File: config.mk
export PLATFORM = sky130hd
export DESIGN_NAME = lzwd_front
export DESIGN_NICKNAME = d
export VERILOG_FILES = /design/src/rtl/lzwd_pkg.sv /design/src/rtl/lzwd_front.sv
export SDC_FILE = /design/constraint.sdc
export NUM_CORES = 1
export LEC_CHECK = 0
export CELL_PAD_IN_SITES_DETAIL_PLACEMENT = 1
export CELL_PAD_IN_SITES_GLOBAL_PLACEMENT = 2
export CORE_MARGIN = 2
export CORE_UTILIZATION = 32
export CTS_BUF_LIST = sky130_fd_sc_hd__clkbuf_8
export CTS_CLUSTER_SIZE = 30
export DETAILED_ROUTE_END_ITERATION = 7
export DONT_BUFFER_PORTS = 1
export PLACE_DENSITY_LB_ADDON = 0.1
export SYNTH_ARGS = -nofsm -noshare
export SYNTH_HDL_FRONTEND = slang
export SYNTH_SLANG_ARGS = --single-unit
File: constraint.sdc
create_clock -name clk -period 2.2 [get_ports clk]
set_clock_uncertainty 0.15 [all_clocks]
set_input_delay 0.33 -clock clk [delete_from_list [all_inputs] [get_ports clk]]
set_output_delay 0.33 -clock clk [all_outputs]
set_load 0.02 [all_outputs]
File: src/rtl/lzwd_pkg.sv
`timescale 1ns / 1ps

package lzwd_pkg;

	localparam int WIN_SIZE  = 8192;
	localparam int LA_SIZE   = 60;
	localparam int MIN_MATCH = 2;
	localparam int WIN_AW    = $clog2(WIN_SIZE);
	localparam int LEN_W     = $clog2(LA_SIZE + 1);
	localparam int LCODE_W   = 6;
	localparam int SUM_W     = LCODE_W + 1;
	localparam int QDEPTH    = 2;
	localparam int QPTR_W    = $clog2(QDEPTH);
	localparam int QCNT_W    = $clog2(QDEPTH + 1);

	localparam logic [7:0] SPACE_BYTE = 8'h20;
	localparam logic [WIN_AW-1:0] FILL_START = WIN_AW'(WIN_SIZE - LA_SIZE);

	localparam logic [1:0] CMD_LITERAL = 2'd0;
	localparam logic [1:0] CMD_COPY    = 2'd1;
	localparam logic [1:0] CMD_END     = 2'd2;

	typedef enum logic [1:0] {
		OP_LIT  = 2'd0,
		OP_COPY = 2'd1,
		OP_END  = 2'd2
	} op_t;

	typedef struct packed {
		op_t               op;
		logic [7:0]        lit;
		logic [LEN_W-1:0]  len;
		logic [WIN_AW-1:0] src;
		logic [WIN_AW-1:0] dst;
	} entry_t;

endpackage

File: src/rtl/lzwd_front.sv
`timescale 1ns / 1ps

module lzwd_front (
	input  logic                          clk,
	input  logic                          arst_n,
	input  logic                          in_valid,
	output logic                          in_ready,
	input  logic [1:0]                    command,
	input  logic [7:0]                    literal_byte,
	input  logic [lzwd_pkg::LCODE_W-1:0]  length_code,
	input  logic [lzwd_pkg::WIN_AW-1:0]   distance,
	input  logic                          init_busy,
	output logic                          push_valid,
	input  logic                          push_ready,
	output lzwd_pkg::entry_t              push_entry
);

	// The front keeps its own copy of the write pointer, advanced by the length of every
	// literal or copy it classifies and cleared by an end, so copy addresses are fixed at accept time.
	logic [lzwd_pkg::WIN_AW-1:0] wp_q;
	logic [lzwd_pkg::WIN_AW-1:0] wp_next;
	logic [lzwd_pkg::SUM_W-1:0]  len_sum;
	logic [lzwd_pkg::LEN_W-1:0]  len_sat;
	logic                        accept;

	assign in_ready = !init_busy && push_ready;
	assign accept   = in_valid && in_ready;
	assign len_sum  = {1'b0, length_code} + lzwd_pkg::SUM_W'(lzwd_pkg::MIN_MATCH);
	assign len_sat  = (len_sum > lzwd_pkg::SUM_W'(lzwd_pkg::LA_SIZE)) ?
		lzwd_pkg::LEN_W'(lzwd_pkg::LA_SIZE) : lzwd_pkg::LEN_W'(len_sum);

	always_comb begin
		push_entry.op  = lzwd_pkg::OP_LIT;
		push_entry.lit = literal_byte;
		push_entry.len = len_sat;
		push_entry.src = wp_q - distance - 1'b1;
		push_entry.dst = wp_q;
		push_valid     = 1'b0;
		wp_next        = wp_q;
		unique case (command)
			lzwd_pkg::CMD_LITERAL: begin
				push_valid = in_valid && !init_busy;
				wp_next    = wp_q + 1'b1;
			end
			lzwd_pkg::CMD_COPY: begin
				push_entry.op = lzwd_pkg::OP_COPY;
				push_valid    = in_valid && !init_busy;
				wp_next       = wp_q + lzwd_pkg::WIN_AW'(len_sat);
			end
			lzwd_pkg::CMD_END: begin
				push_entry.op = lzwd_pkg::OP_END;
				push_valid    = in_valid && !init_busy;
				wp_next       = '0;
			end
			default: begin
				// The unused command code is taken and dropped.
				push_valid = 1'b0;
			end
		endcase
	end

	always_ff @(posedge clk or negedge arst_n) begin
		if (!arst_n) begin
			wp_q <= '0;
		end else if (accept) begin
			wp_q <= wp_next;
		end
	end

endmodule

# == Yosys cells after proc, flatten, opt, wreduce, memory -nomap -nowiden ==
# Index checks and enable logic that the tools add are counted.
# word_totals
ff_bits,13
inputBits,34
output_inout_bits,44
word_cells,21
# op_classes
n_addsub,5
n_lt_le_gt_ge,1
n_eq_ne,2
n_mux,4
reduce_logical,8
# ops
operator,n
case mux 13 bit (3 select lines),1
"adder 13 x 1 -> 13 bit, second input constant",1
adder 13 x 6 -> 13 bit,1
"subtractor 13 x 1 -> 13 bit, second input constant",1
subtractor 13 bit,1
"adder 6 x 2 -> 7 bit, second input constant",1
"greater-than comparator 7 x 6 -> 1 bit, second input constant",1
two-way mux 6 bit,1
case mux 2 bit (2 select lines),1
logical AND 1 bit,3
nonzero test 3 bit,1
OR reduction 3 bit,1
"equality test 2 x 1 -> 1 bit, second input constant",1
"equality test 2 bit, second input constant",1
logical NOT 2 bit,1
AND reduction 2 bit,1
logical NOT 1 bit,1
two-way mux 1 bit,1

# == Logic depth before layout (Yosys ltp) ==
# depth
depth_word,5
mapped_depth,16
depth_no_buf,16

# == Worst setup path after synthesis ==
# OpenSTA, ideal clock, no wires.
# synth_path
kind,input port to flip-flop
startpoint,input port length_code[1] (netlist bit)
endpoint,register wp_q[6] (netlist bit)
setup_ns,0.125
arrival_ns,2.967
required_time_ns,1.925
path_slack_ns,-1.042
stages,16
path_buffers,0
cell_sequence,ha_1 > nand2b_1 > o22ai_1 > a32o_1 > nand2_1 > and2_1 > nand2b_1 > ha_1 > inv_1 > fa_1 > and2b_1 > o21ai_1 > a21boi_2 > o21ai_1 > a31o_2 > mux2_2
# synth_lines
element,line_no,source
from (decl),lzwd_front.sv:10,"input logic [lzwd_pkg::LCODE_W-1:0] length_code,"
to (signal assigned),lzwd_front.sv:66,wp_q <= wp_next;
to (decl),lzwd_front.sv:20,logic [lzwd_pkg::WIN_AW-1:0] wp_q;

==> reports/metrics.yaml <==
pwr:
  p_int_mw: 1.295
  p_switching_mw: 1.104
  p_clk_share_pct: 8.9
  switching_share_pct: 46.02
  p_seq_share_pct: 14.0
  powerDensity_nw_per_um2: 871.0
  pwr-share-comb_pct: 77.1
  power_mw: 2.400
  peakVddDrop_v: 0.0004355
  leakagePower_nw: 1.352
placed_design:
  post-place-ws_ps: -918.4
  placed_area_sq_um: 2196
  place.gp.congestion: 0.9133
  place_hpwl_microns: 4199
  portBuffers: 0
layout:
  multi_input_area_sq_um: 1543
  final_nets: 334
  regMostFlops: "wp_q"
  largestRegisters: "wp_q x13"
  drive_gt1_share_pct: 51.08
  fill_cells: 591
  final_cell_area_sq_um: 2755
  area_delta_synth_final_pct: 67.71
  diodes: 0
  largest_reg_flops: 13
  register_area_sq_um: 326.6
synth:
  synthTopCellsByCount: "inv_1 (23), ha_1 (19), nand2_1 (19)"
  syn-cell-area_sq_um: 1643
  yosysWarnings: 0
  synthAdderAreaFrac_pct: 16.91
  synth_top_family_by_area: "compound AO/OA/AOI/OAI gates"
  synth_edf_count: 0
  ys.flop_type: "dfrtp_1"
  ys_seq_area_share_pct: 19.80
  ys_async_sr_fraction_pct: 100.0
  synthCells: 203
  synth_compound_area_share_pct: 24.14
  muxShareOfSynthArea_pct: 1.295
  synth.area.top_cells: "dfrtp_1 (20%), ha_1 (14%), inv_1 (5.3%), nand2_1 (4.3%), a21oi_1 (4.3%)"
  synth_xor_area_share_pct: 7.464
  synth-simple-area-share_pct: 20.11
  yosysMostFrequentCell: "inv_1"
  synth_top_area_cell: "dfrtp_1"
  synth_nets: 258
  ys_types: 49
  synth.avg_cell_area_sq_um: 8.093
  synth_top_area_share_pct: 19.80
  synth-seq-cells: 13
global_route:
  grt_use_total_pct: 18.74
  grt_max_degree: 14
  grt_pass1_wl_microns: 8217
  grt_pass1_vias: 1814
  antenna_found_initial: 0
  grt-ovfl-total: 0
cts:
  clk_latency_ps: 250
  htreeDepth: 1
  cts_buffer_depth: 2
  clk_pin_slew_ps: 60
  clock-root-buffer: "clkbuf_8"
  cts_tree: "built"
  cts_buffers: 3
  clock-sinks: 13
critical_path:
  crit_path_end: "push_entry[23]"
  cp-end-kind: "output port"
  reg2reg_slack_ps: -290
  startpoint_type: "flop"
  worstPathArrival_ps: 2380
  rr_worst_depth: 10
  crit_path_top_delay_cell: "dfrtp_2"
  path_max_fanout: 2
  path_class: "flop to output port"
  crit_required_ps: 1720
  reg2reg_to: "wp_q[6]"
  cp_slowest_stage_delay_ps: 420
  rr_startpoint: "wp_q[1]"
  crit_start: "wp_q[0]"
  path_cells: "ha_4 > fa_2 > a21oi_4 > o21ai_2 > a211oi_2 > buf_4 > o21bai_1 > a21oi_2 > xnor2_2"
sta:
  final-setup-viol-count: 20
  period_share_pct: 130.0
  timing.setup.tns_ps: -8104
  slew_viol_final: 0
  timing.hold.ws_ps: 333.9
  final-hold-violation-count: 0
  clock.fmax_ghz: 0.3496
  slew_headroom_pct: 60.02
  fin_crit_ps: 2860
  rsz0062_at_grt: "true"
  setup_ws_ps: -660.0
  worst_pin_slew_ps: 597.8
drt:
  vias: 1783
  routed_wl_microns: 5711
  antenna_left: 0
  dr.first_iter.drc_count: 17
  dr.pass1.iters: 4
  wire_per_inst_microns: 16.41
  viasPerCell: 5.124
  drcViolationCount: 0
floorplanning:
  dieHeight_microns: 75.65
  die_x_microns: 75.65
  core_sq_um: 5042
  dieArea_sq_um: 5723
  rows: 26
  pin_count: 78
  initial_utilization_pct: 32.58
run_status:
  outcome: "finished, violations left"
  violations: "negative setup slack"
min_path:
  hold_depth: 4
  hp-start: "command[1]"
  hp-class: "input pin to flop"
flow_run:
  timing.max_cap.violations: 0
-- cell type report --
class	count	share of cell area, %
clock buffers	3	1.499
well taps	70	3.179
multi-input cells	157	55.99
inverters	23	3.134
flip-flops and latches	13	11.85
clock inverters	1	0.1362
repair buffers	81	24.21
-- logic make-up (layout without fill, tap and decap cells) --
| kind of cell | Yosys count | count (layout) |
|---|---|---|
| AO/OA/AOI/OAI | 58 | 58 |
| XOR/XNOR | 14 | 14 |
| adder cells (fa/ha/maj) | 21 | 21 |
| buffers and inverters | 33 | 108 |
| flip-flops | 13 | 13 |
| multiplexers | 2 | 2 |
| AND/OR/NAND/NOR | 62 | 62 |
-- layer usage --
layer | track usage (%) | wire length (microns)
met5 | 0 | 0
met2 | 35.46 | 2994
met1 | 21.41 | 2352
met4 | 6.043 | 129
met3 | 2.778 | 234
-- power groups by stage --
| stage | Combinational (mW) | Sequential [mW] | Clock, mW |
|---|---|---|---|
| after global routing | 1.99 | 0.347 | 0.226 |
| after floorplan | 0.844 | 0.436 | 0 |
| after detailed placement | 1.45 | 0.341 | 0 |
| final | 1.85 | 0.337 | 0.213 |
| after CTS | 1.69 | 0.339 | 0.218 |
| after global placement | 1.39 | 0.339 | 0 |
-- stage by stage --
step,utilization (%),instances
2_1_floorplan,-,203
3_3_place_gp,43.55,321
3_5_place_dp,43.55,321
4_1_cts,51.36,347
5_1_grt,54.64,348
6_report,54.64,348
-- worst max-delay path: cells and delay by family (launching register included) --
| family | cells | cell delay (ps) |
|---|---|---|
| AO/OA/AOI/OAI | 5 | 820 |
| XOR/XNOR | 1 | 180 |
| adder cells (fa/ha/maj) | 2 | 530 |
| buffers and inverters | 1 | 180 |
| flip-flops | 1 | 420 |
-- how the worst min path moves through the flow --
stage	to	slack (ps)
6_report	wp_q[10]	330
5_1_grt	wp_q[10]	360
4_1_cts	wp_q[10]	330
3_5_place_dp	wp_q[10]	-120
3_3_place_gp	wp_q[12]	-120
2_1_floorplan	wp_q[0]	-120
-- layout by cell type, fill, tap and decap left out, types with 4 or more instances in the layout --
cell,count
ha_4,5
o21bai_1,4
ha_1,14
a21oi_4,5
and3_1,5
and2_1,4
o21ai_2,5
xor2_1,4
a21oi_1,7
inv_1,22
dfrtp_1,12
o21ai_1,4
buf_4,65
a21o_1,6
xnor2_2,5
buf_6,15
nand2_1,17
nor2_1,5
-- timing repair --
item | 4_1_cts | 5_1_grt
hold buffers | 1 | 0
endpoints found under the hold margin | 13 | 0
buffers inserted | 23 | 10
setup endpoints to repair | 20 | 22
gates resized for setup | 35 | 28
pin swaps | 26 | 29
Note: power is estimated with default switching activity, not from simulation.
