$ cat config.mk
export PLATFORM = sky130hd
export DESIGN_NAME = lzwd_queue
export DESIGN_NICKNAME = d
export VERILOG_FILES = /design/src/rtl/lzwd_pkg.sv /design/src/rtl/lzwd_queue.sv
export SDC_FILE = /design/constraint.sdc
export NUM_CORES = 1
export LEC_CHECK = 0
export BUFFER_PORTS_ARGS = -buffer_cell sky130_fd_sc_hd__buf_2
export CAP_MARGIN = 20
export CORE_ASPECT_RATIO = 0.6
export CORE_MARGIN = 5
export CORE_UTILIZATION = 45
export CTS_CLUSTER_SIZE = 16
export DETAILED_ROUTE_END_ITERATION = 12
export PLACE_DENSITY = 0.75
export SETUP_SLACK_MARGIN = 0.3
export SYNTH_ARGS = -nofsm -noshare
export SYNTH_HDL_FRONTEND = slang
export SYNTH_SLANG_ARGS = --single-unit
$ cat constraint.sdc
create_clock -name clk -period 4.85 [get_ports clk]
set_clock_uncertainty 0.2 [all_clocks]
set_input_delay 0.7275 -clock clk [delete_from_list [all_inputs] [get_ports clk]]
set_output_delay 0.7275 -clock clk [all_outputs]
set_load 0.01 [all_outputs]
$ cat src/rtl/lzwd_pkg.sv
`timescale 1ns / 1ps

package lzwd_pkg;

	localparam int WIN_SIZE  = 8192;
	localparam int LA_SIZE   = 60;
	localparam int MIN_MATCH = 2;
	localparam int WIN_AW    = $clog2(WIN_SIZE);
	localparam int LEN_W     = $clog2(LA_SIZE + 1);
	localparam int LCODE_W   = 6;
	localparam int SUM_W     = LCODE_W + 1;
	localparam int QDEPTH    = 2;
	localparam int QPTR_W    = $clog2(QDEPTH);
	localparam int QCNT_W    = $clog2(QDEPTH + 1);

	localparam logic [7:0] SPACE_BYTE = 8'h20;
	localparam logic [WIN_AW-1:0] FILL_START = WIN_AW'(WIN_SIZE - LA_SIZE);

	localparam logic [1:0] CMD_LITERAL = 2'd0;
	localparam logic [1:0] CMD_COPY    = 2'd1;
	localparam logic [1:0] CMD_END     = 2'd2;

	typedef enum logic [1:0] {
		OP_LIT  = 2'd0,
		OP_COPY = 2'd1,
		OP_END  = 2'd2
	} op_t;

	typedef struct packed {
		op_t               op;
		logic [7:0]        lit;
		logic [LEN_W-1:0]  len;
		logic [WIN_AW-1:0] src;
		logic [WIN_AW-1:0] dst;
	} entry_t;

endpackage

$ cat src/rtl/lzwd_queue.sv
`timescale 1ns / 1ps

module lzwd_queue (
	input  logic             clk,
	input  logic             arst_n,
	input  logic             push_valid,
	output logic             push_ready,
	input  lzwd_pkg::entry_t push_entry,
	output logic             pop_valid,
	input  logic             pop_ready,
	output lzwd_pkg::entry_t pop_entry
);

	lzwd_pkg::entry_t                 slot_q [lzwd_pkg::QDEPTH];
	logic [lzwd_pkg::QPTR_W-1:0]      wr_ptr_q;
	logic [lzwd_pkg::QPTR_W-1:0]      rd_ptr_q;
	logic [lzwd_pkg::QCNT_W-1:0]      count_q;
	logic                             do_push;
	logic                             do_pop;

	assign push_ready = count_q != lzwd_pkg::QCNT_W'(lzwd_pkg::QDEPTH);
	assign pop_valid  = count_q != '0;
	assign pop_entry  = slot_q[rd_ptr_q];
	assign do_push    = push_valid && push_ready;
	assign do_pop     = pop_valid && pop_ready;

	always_ff @(posedge clk) begin
		if (do_push) begin
			slot_q[wr_ptr_q] <= push_entry;
		end
	end

	always_ff @(posedge clk or negedge arst_n) begin
		if (!arst_n) begin
			wr_ptr_q <= '0;
			rd_ptr_q <= '0;
			count_q  <= '0;
		end else begin
			if (do_push) begin
				wr_ptr_q <= (wr_ptr_q == lzwd_pkg::QPTR_W'(lzwd_pkg::QDEPTH - 1)) ?
					'0 : wr_ptr_q + 1'b1;
			end
			if (do_pop) begin
				rd_ptr_q <= (rd_ptr_q == lzwd_pkg::QPTR_W'(lzwd_pkg::QDEPTH - 1)) ?
					'0 : rd_ptr_q + 1'b1;
			end
			if (do_push && !do_pop) begin
				count_q <= count_q + 1'b1;
			end else if (do_pop && !do_push) begin
				count_q <= count_q - 1'b1;
			end
		end
	end

endmodule

; After elaboration in Yosys (flattened, before gate mapping)
; Memories as Yosys holds them, arrays and structs flattened.
; Index checks and enable logic that the tools add are counted.
[word_totals]
romBits = 0
mem_count = 1
wordCells = 23
reg_bits = 4
inputBits = 46
mem_bits_rw = 84
latch_bits = 0
out_inout_bits = 44
[op_classes]
shift = 0
multipliers = 0
reduce_logical = 8
n_bitwise = 0
div = 0
eq_ne = 1
n_mux = 6
add_sub_neg = 4
n_lt_le_gt_ge = 0
[mem_list]
columns = memory, depth, word_bits, read_ports, rd_ports_with_merged_regs, wr, line_no
row1 = slot_q, 2, 42, 1, 0, 1, lzwd_queue.sv:14  ; lzwd_pkg::entry_t slot_q [lzwd_pkg::QDEPTH];
[ops]
columns = operator, n
row1 = logical AND 1 bit, 4
row2 = 2-to-1 mux 1 bit, 4
row3 = 2-to-1 mux 2 bit, 2
row4 = nonzero test 2 bit, 2
row5 = "adder 1 bit, second input constant", 2
row6 = "adder 2 x 1 -> 2 bit, second input constant", 1
row7 = logical NOT 1 bit, 2
row8 = "!= test 2 bit, second input constant", 1
row9 = "subtractor 2 x 1 -> 2 bit, second input constant", 1

; Logic depth before layout (Yosys ltp)
; Gate-level depths: netlist of run 1.
[depth]
ltp_word = 6
depth_mapped = 7
ltp_nobuf = 7

; Least setup slack after synthesis of run 1
; Ideal clock, no wire load.
[synth_path]
kind = input port to flip-flop
startpoint = input push_valid
endpoint = memory slot_q[0][0] (netlist bit), enable pin
path_buffers = 0
path_stages = 2
required_time_ns = 4.209
setup_ns = 0.441
arrival_time_ns = 2.586
path_slack_ns = 1.622
cell_sequence = nand2_1 > nor2_1
[synth_between]
elab_chain_len = 3
[synth_lines]
columns = item, line_no
row1 = start: declaration, lzwd_queue.sv:6  ; input logic push_valid,
row2 = logical AND 1 bit, lzwd_queue.sv:24  ; assign do_push = push_valid && push_ready;
row3 = 2-to-1 mux 1 bit, lzwd_queue.sv:28  ; if (do_push) begin
row4 = 2-to-1 mux 1 bit (not written as such), lzwd_queue.sv:29  ; slot_q[wr_ptr_q] <= push_entry;
row5 = end: declaration, lzwd_queue.sv:14
; Every way passes these cells.

==> flow_summary.json, run 1 <==
{
  "dr.pass1.iters": 4,
  "vdd.ir_drop.worst_uv": 288,
  "ys_seq_area_share_pct": 76.5,
  "clkPwrFrac_pct": 26.2,
  "std_cell_rows": 24,
  "p_int_mw": 1.87,
  "die_x_um": 123,
  "cp-start-kind": "flop",
  "holdPathStages": 1,
  "synth_cells": 149,
  "ff2ff_setup_slack_ns": 2.82,
  "ys_dominant_reg_cell": "edfxtp_1",
  "grt_start_max_net_pins": 43,
  "path_cells": "buf_4 > mux2_4 > buf_2",
  "path_buf_inv": 2,
  "cts_sinks": 88,
  "synth_area_per_cell_sq_um": 23.0,
  "vias": 1601,
  "slew_violations": 0,
  "synth_edf_count": 84,
  "clk_latency_ns": 0.33,
  "n_antenna_cell": 0,
  "p_switching_mw": 0.743,
  "antenna_left": 0,
  "min_from": "count_q[1]",
  "synth_nets": 196,
  "fin_cells": 356,
  "comb_power_share_pct": 29.4,
  "finalSetupTns_ns": 0,
  "drive_gt1_share_pct": 60.3,
  "critPathKind": "flop to output pin",
  "path_clk_slew_ns": 0.06,
  "grt_use_total_pct": 12.4,
  "max_stage_delay_ns": 0.94,
  "die_area_sq_mm": 0.00952,
  "arrival_ns": 2.17,
  "post_cts_resized": 0,
  "synth-seq-cells": 88,
  "grt_antenna_before_repair": 0,
  "overflow": 0,
  "netSwitchingFraction_pct": 28.4,
  "ctsHoldBuffers": 1,
  "worst_pin_slew_ns": 0.991,
  "cts_buffer_depth": 2,
  "cts-root-buf": "clkbuf_16",
  "p_leak_nw": 1.72,
  "slew_headroom_pct": 33.9,
  "r2r_end": "slot_q[1][31]",
  "nets": 294,
  "ys_async_sr_fraction_pct": 4.55,
  "synth_area_sq_mm": 0.00343,
  "maxCapViolations": 0,
  "synth.distinct_cells": 15,
  "rsz0062_at_grt": "no",
  "cts_inserted_buffers": 9,
  "tritoncts": "yes",
  "r2r_cells": 2,
  "yosysWarnings": 0,
  "hold_viol": 0,
  "critPathMaxFanout": 29,
  "dp.cells": 339,
  "powerDensity_mw_per_mm2": 615,
  "core_sq_mm": 0.00733,
  "mostFrequentLayoutCell": "buf_2",
  "post_drt_wl_per_cell_um": 15.8,
  "cts_max_level": 3,
  "start_util_pct": 46.8,
  "wl_um": 5620,
  "power_frac_seq_pct": 44.4,
  "io_pins": 90,
  "finalCritPeriodShare_pct": 63.9,
  "setup_viol": 0,
  "drt-initial-drc-count": 68,
  "cp-end-kind": "output pin",
  "grt_pass1_vias": 1704,
  "status": "complete, no violations",
  "hp-class": "flop to flop",
  "crit_required_ns": 3.92,
  "viasPerCell": 4.50,
  "slowest_stage": "dfrtp_2",
  "die_h_um": 77.6,
  "hold_path_end": "count_q[1]",
  "r2r_start": "count_q[0]",
  "hpwlAfterDp_um": 3760,
  "max_clock_freq_mhz": 323,
  "drc": 0,
  "postCtsSetupBuffers": 0,
  "period_minus_slack_ns": 3.10,
  "syn_to_final_growth_pct": 24.0,
  "gp_congestion": 0.693,
  "grt_pass1_wl_um": 8710,
  "final_cell_mix": "buf_2 (89), edfxtp_1 (84), mux2_4 (39)",
  "io_buffers": 89,
  "cpLargestDelayFamily": "flip-flops"
}
-- cells in the mapped netlist, types with 2 or more instances --
cell,n,area (sq um)
buf_12,4,80.1
dfrtp_1,4,100
nand2_1,2,7.51
xor2_1,2,17.5
mux2_2,3,33.8
mux2_4,39,586
xnor2_1,3,26.3
edfxtp_1,84,2520
nor2_1,2,7.51
-- layout make-up --
| class | instances | area [sq um] |
|---|---|---|
| Inverter | 1 | 3.75 |
| Clock inverter | 7 | 77.6 |
| Clock buffer | 9 | 225 |
| Fill cell | 576 | 3080 |
| Sequential cell | 88 | 2620 |
| Multi-Input combinational cell | 55 | 718 |
| Tap cell | 104 | 130 |
| Timing Repair Buffer | 92 | 470 |
-- how the worst max path moves through the flow --
| stage | start | cells after the start | to |
|---|---|---|---|
| 3_3_place_gp | rd_ptr_q | 3 | pop_entry[11] |
| 2_1_floorplan | push_valid | 2 | slot_q[0][0] |
| 5_1_grt | rd_ptr_q | 3 | pop_entry[6] |
| 6_report | rd_ptr_q | 3 | pop_entry[6] |
| 4_1_cts | rd_ptr_q | 3 | pop_entry[23] |
| 3_5_place_dp | rd_ptr_q | 3 | pop_entry[23] |
-- power by group through the flow --
| stage | Clock, mW | Combinational (mW) | Sequential, mW |
|---|---|---|---|
| final | 0.684 | 0.769 | 1.16 |
| after global routing | 0.742 | 0.832 | 1.18 |
| after CTS | 0.706 | 0.787 | 1.17 |
| after detailed placement | 0 | 0.783 | 1.18 |
| after global placement | 0 | 0.779 | 1.17 |
| after floorplan | 0 | 0.656 | 1.10 |
-- metrics by stage --
| step | power, mW | setup slack (ns) | area [sq um] | utilization (%) | hold slack [ns] |
|---|---|---|---|---|---|
| global route | 2.75 | 1.64 | 4250 | 58.0 | 0.360 |
| CTS | 2.66 | 1.69 | 4250 | 58.0 | 0.332 |
| finish | 2.61 | 1.75 | 4250 | 58.0 | 0.318 |
| global placement | 1.95 | 2.07 | 3940 | 53.7 | 0.297 |
| detailed placement | 1.96 | 2.06 | 3940 | 53.7 | 0.319 |
| floorplan | 1.76 | 1.62 | 3430 | - | 0.232 |
-- registers in the layout, indices dropped and copies added, names as in the netlist --
name      count
count_q       2
rd_ptr_q      1
slot_q       84
wr_ptr_q      1
-- cell families (layout without fill, tap and decap cells) --
| family | Yosys count | after routing | share of synthesized area, % |
|---|---|---|---|
| xor+xnor | 5 | 5 | 1.28 |
| fa+ha+maj | 1 | 1 | 0.365 |
| buf+inv | 6 | 109 | 2.77 |
| flops | 88 | 88 | 76.5 |
| mux | 42 | 42 | 18.1 |
| simple gates | 7 | 7 | 0.986 |
-- routing by layer --
layer / vias to the layer above / GRT usage, % / part of all wire (%)
met5: - / 0 / 0
met4: 0 / 4.02 / 0.66
met3: 4 / 5.89 / 9.0
met2: 65 / 18.6 / 45
met1: 758 / 15.9 / 46
li1: 774 / - / -
Power figures use the tool's default switching activity.
==> run 2: changes to the inputs <==
--- a/config.mk
+++ b/config.mk
@@ -5,6 +5,7 @@
 export SDC_FILE = /design/constraint.sdc
 export NUM_CORES = 1
 export LEC_CHECK = 0
+export ABC_AREA = 1
 export BUFFER_PORTS_ARGS = -buffer_cell sky130_fd_sc_hd__buf_2
 export CAP_MARGIN = 20
 export CORE_ASPECT_RATIO = 0.6
@@ -12,7 +13,7 @@
 export CORE_UTILIZATION = 45
 export CTS_CLUSTER_SIZE = 16
 export DETAILED_ROUTE_END_ITERATION = 12
-export PLACE_DENSITY = 0.75
+export PLACE_DENSITY = 0.78
 export SETUP_SLACK_MARGIN = 0.3
 export SYNTH_ARGS = -nofsm -noshare
 export SYNTH_HDL_FRONTEND = slang
==> constraint.sdc (replaced) <==
create_clock -name clk -period 2.6 [get_ports clk]
set_clock_uncertainty 0.2 [all_clocks]
set_input_delay 0.39 -clock clk [delete_from_list [all_inputs] [get_ports clk]]
set_output_delay 0.39 -clock clk [all_outputs]
set_load 0.01 [all_outputs]
==> flow_summary.json, run 2 <==
{
  "status": "complete, no violations",
  "drc": 0,
  "critPathMaxFanout": 20,
  "grt_use_met3_pct": 6.03,
  "use_met2_pct": 23.1,
  "gp_congestion": 0.724,
  "yosysWarnings": 0,
  "n_antenna_cell": 0,
  "crit_start": "rd_ptr_q",
  "hp-class": "primary input to flop",
  "slew_headroom_pct": 61.5,
  "cp-end-kind": "output pin",
  "grt_use_total_pct": 14.3,
  "fin_area_sq_mm": 0.00421,
  "finalCritPeriodShare_pct": 78.9,
  "cts_max_level": 3,
  "dr.pass1.iters": 4,
  "grt_pass1_vias": 2162,
  "vdd.ir_drop.worst_uv": 529,
  "viasPerCell": 4.51,
  "slew_violations": 0,
  "drt-initial-drc-count": 127,
  "cts_buffer_depth": 2,
  "multi_input_area_sq_um": 637,
  "mostFrequentLayoutCell": "nand2_1",
  "setup_viol": 0,
  "p_leak_nw": 1.80,
  "top_usage_layer": "met2",
  "die_area_sq_mm": 0.00942,
  "vias": 2032,
  "core_sq_mm": 0.00730,
  "post_drt_wl_per_cell_um": 14.1,
  "rsz0062_at_grt": "no",
  "arrival_ns": 1.46,
  "total_power_mw": 4.84,
  "path_cells": "buf_4 > nand2_1 > nand2_1 > buf_2",
  "io_buffers": 89,
  "critPathKind": "flop to output pin",
  "crit_required_ns": 2.01,
  "synthTopCellsByArea": "edfxtp_1 (75%), nand2_1 (13%), nand2_2 (4.2%)",
  "slowest_stage": "dfrtp_4",
  "max_stage_delay_ns": 0.55,
  "powerDensity_mw_per_mm2": 1150,
  "hpwlAfterDp_um": 4250,
  "min_from": "push_entry[15]",
  "largest_reg_flops": 84,
  "path_clk_slew_ns": 0.06,
  "hold_viol": 0,
  "syn_to_final_growth_pct": 24.3,
  "std_cell_rows": 24,
  "cts-root-buf": "clkbuf_16",
  "reg.largest.list": "slot_q: 84 flops, count_q: 2 flops",
  "synth_nets": 295,
  "met1_usage_pct": 17.9,
  "ys_seq_area_share_pct": 77.5,
  "grt_start_max_net_pins": 44,
  "synth_edf_count": 84,
  "max_clock_freq_mhz": 487,
  "yosys.area.top_type": "edfxtp_1",
  "regMostFlops": "slot_q",
  "ys_async_sr_fraction_pct": 4.55,
  "die_x_um": 122,
  "ff2ff_setup_slack_ns": 0.81,
  "maxCapViolations": 0,
  "r2r_start": "count_q[0]",
  "yosysMostFrequentCell": "nand2_1",
  "antenna_left": 0,
  "synth.distinct_cells": 16,
  "worst_pin_slew_ns": 0.577,
  "io_pins": 90,
  "final-seq-area_sq_mm": 0.00263,
  "overflow": 0,
  "clk_latency_ns": 0.32,
  "tritoncts": "yes",
  "nets": 391,
  "grt_pass1_wl_um": 10300,
  "grt_antenna_before_repair": 0,
  "synth_area_sq_mm": 0.00339,
  "synth_top_area_share_pct": 74.5,
  "final_cell_mix": "nand2_1 (113), buf_2 (89), edfxtp_1 (84)",
  "wl_um": 6350,
  "cp-start-kind": "flop",
  "yosys-top-cells-count": "nand2_1 (113), edfxtp_1 (84), nand2_2 (23), inv_1 (5)",
  "nFillCells": 597,
  "ys_dominant_reg_cell": "edfxtp_1",
  "post_dp_cell_area_sq_mm": 0.00391,
  "cp_common_cell": "nand2_1",
  "synth_area_per_cell_sq_um": 13.7,
  "period_minus_slack_ns": 2.05,
  "die_h_um": 77.2,
  "synth-seq-cells": 88,
  "cts_sinks": 88,
  "synth_cells": 248,
  "drive_gt1_share_pct": 38.3,
  "start_util_pct": 46.4,
  "finalSetupTns_ns": 0,
  "cts_inserted_buffers": 9
}
run 2: cell count changes in the layout (fill, tap and decap cells not counted), sizes merged, moves of 2 or more:
cell      change
xnor2         -2
nand3         +2
nand2       +134
clkinvlp      +2
mux2         -42
buf           +2
clkbuf        +2
run 2: logic make-up (layout without fill, tap and decap cells):
logic type	count (synthesis)	in the layout	synth area share, %
buffers and inverters	16	115	4.18
XOR/XNOR	2	2	0.517
flip-flops	88	88	77.5
adder cells (fa/ha/maj)	1	1	0.369
AND/OR/NAND/NOR	141	141	17.5
run 2: report_power, final:
group	switching, mW	internal (mW)
logic	1.01	0.534
clock network	0.469	0.734
registers	0.141	1.95
run 2: stage by stage:
step / hold WS [ns] / setup WS [ns] / cells / utilization (%)
floorplan: -0.106 / 0.278 / 248 / -
global placement: -0.00165 / 0.702 / 435 / 53.5
detailed placement: 0.00423 / 0.671 / 435 / 53.5
CTS: 0.0430 / 0.322 / 450 / 57.5
global route: 0.0398 / 0.401 / 451 / 57.7
finish: 0.0555 / 0.548 / 451 / 57.7
run 2: final timing paths:
path / to / depth (start not counted)
worst max-delay path: pop_entry[37] / 4
worst min-delay path: slot_q[0][15] / 1
worst max register to register: slot_q[0][39] / 5
worst min register to register: count_q[0] / 1
max in group asynchronous: rd_ptr_q / 2
min in group asynchronous: wr_ptr_q / 2
run 2: cell type report:
type                            instances  area share, %
Sequential cell                        88           62.4
Multi-Input combinational cell        144           15.1
Timing Repair Buffer                   94           11.8
Clock buffer                           11           5.53
Tap cell                              104           3.09
Clock inverter                          3           1.07
Inverter                                7          0.922
run 2: timing repair:
action / CTS / global route
buffers inserted: 0 / 1
endpoints found under the hold margin: 4 / 0
setup endpoints to repair: 0 / 35
hold buffers: 1 / 0
resized for setup: 0 / 2
run 2: routing by layer:
layer  wire [um]  vias to the layer above
met1        2770                      934
met2        2970                       75
met5           0                        -
li1            -                     1019
met3         570                        4
met4          34                        0
run 2: critical path: cells and delay by family (launching register included):
family	cells	cell delay, ns
buf+inv	2	0.42
flops	1	0.55
simple gates	2	0.16
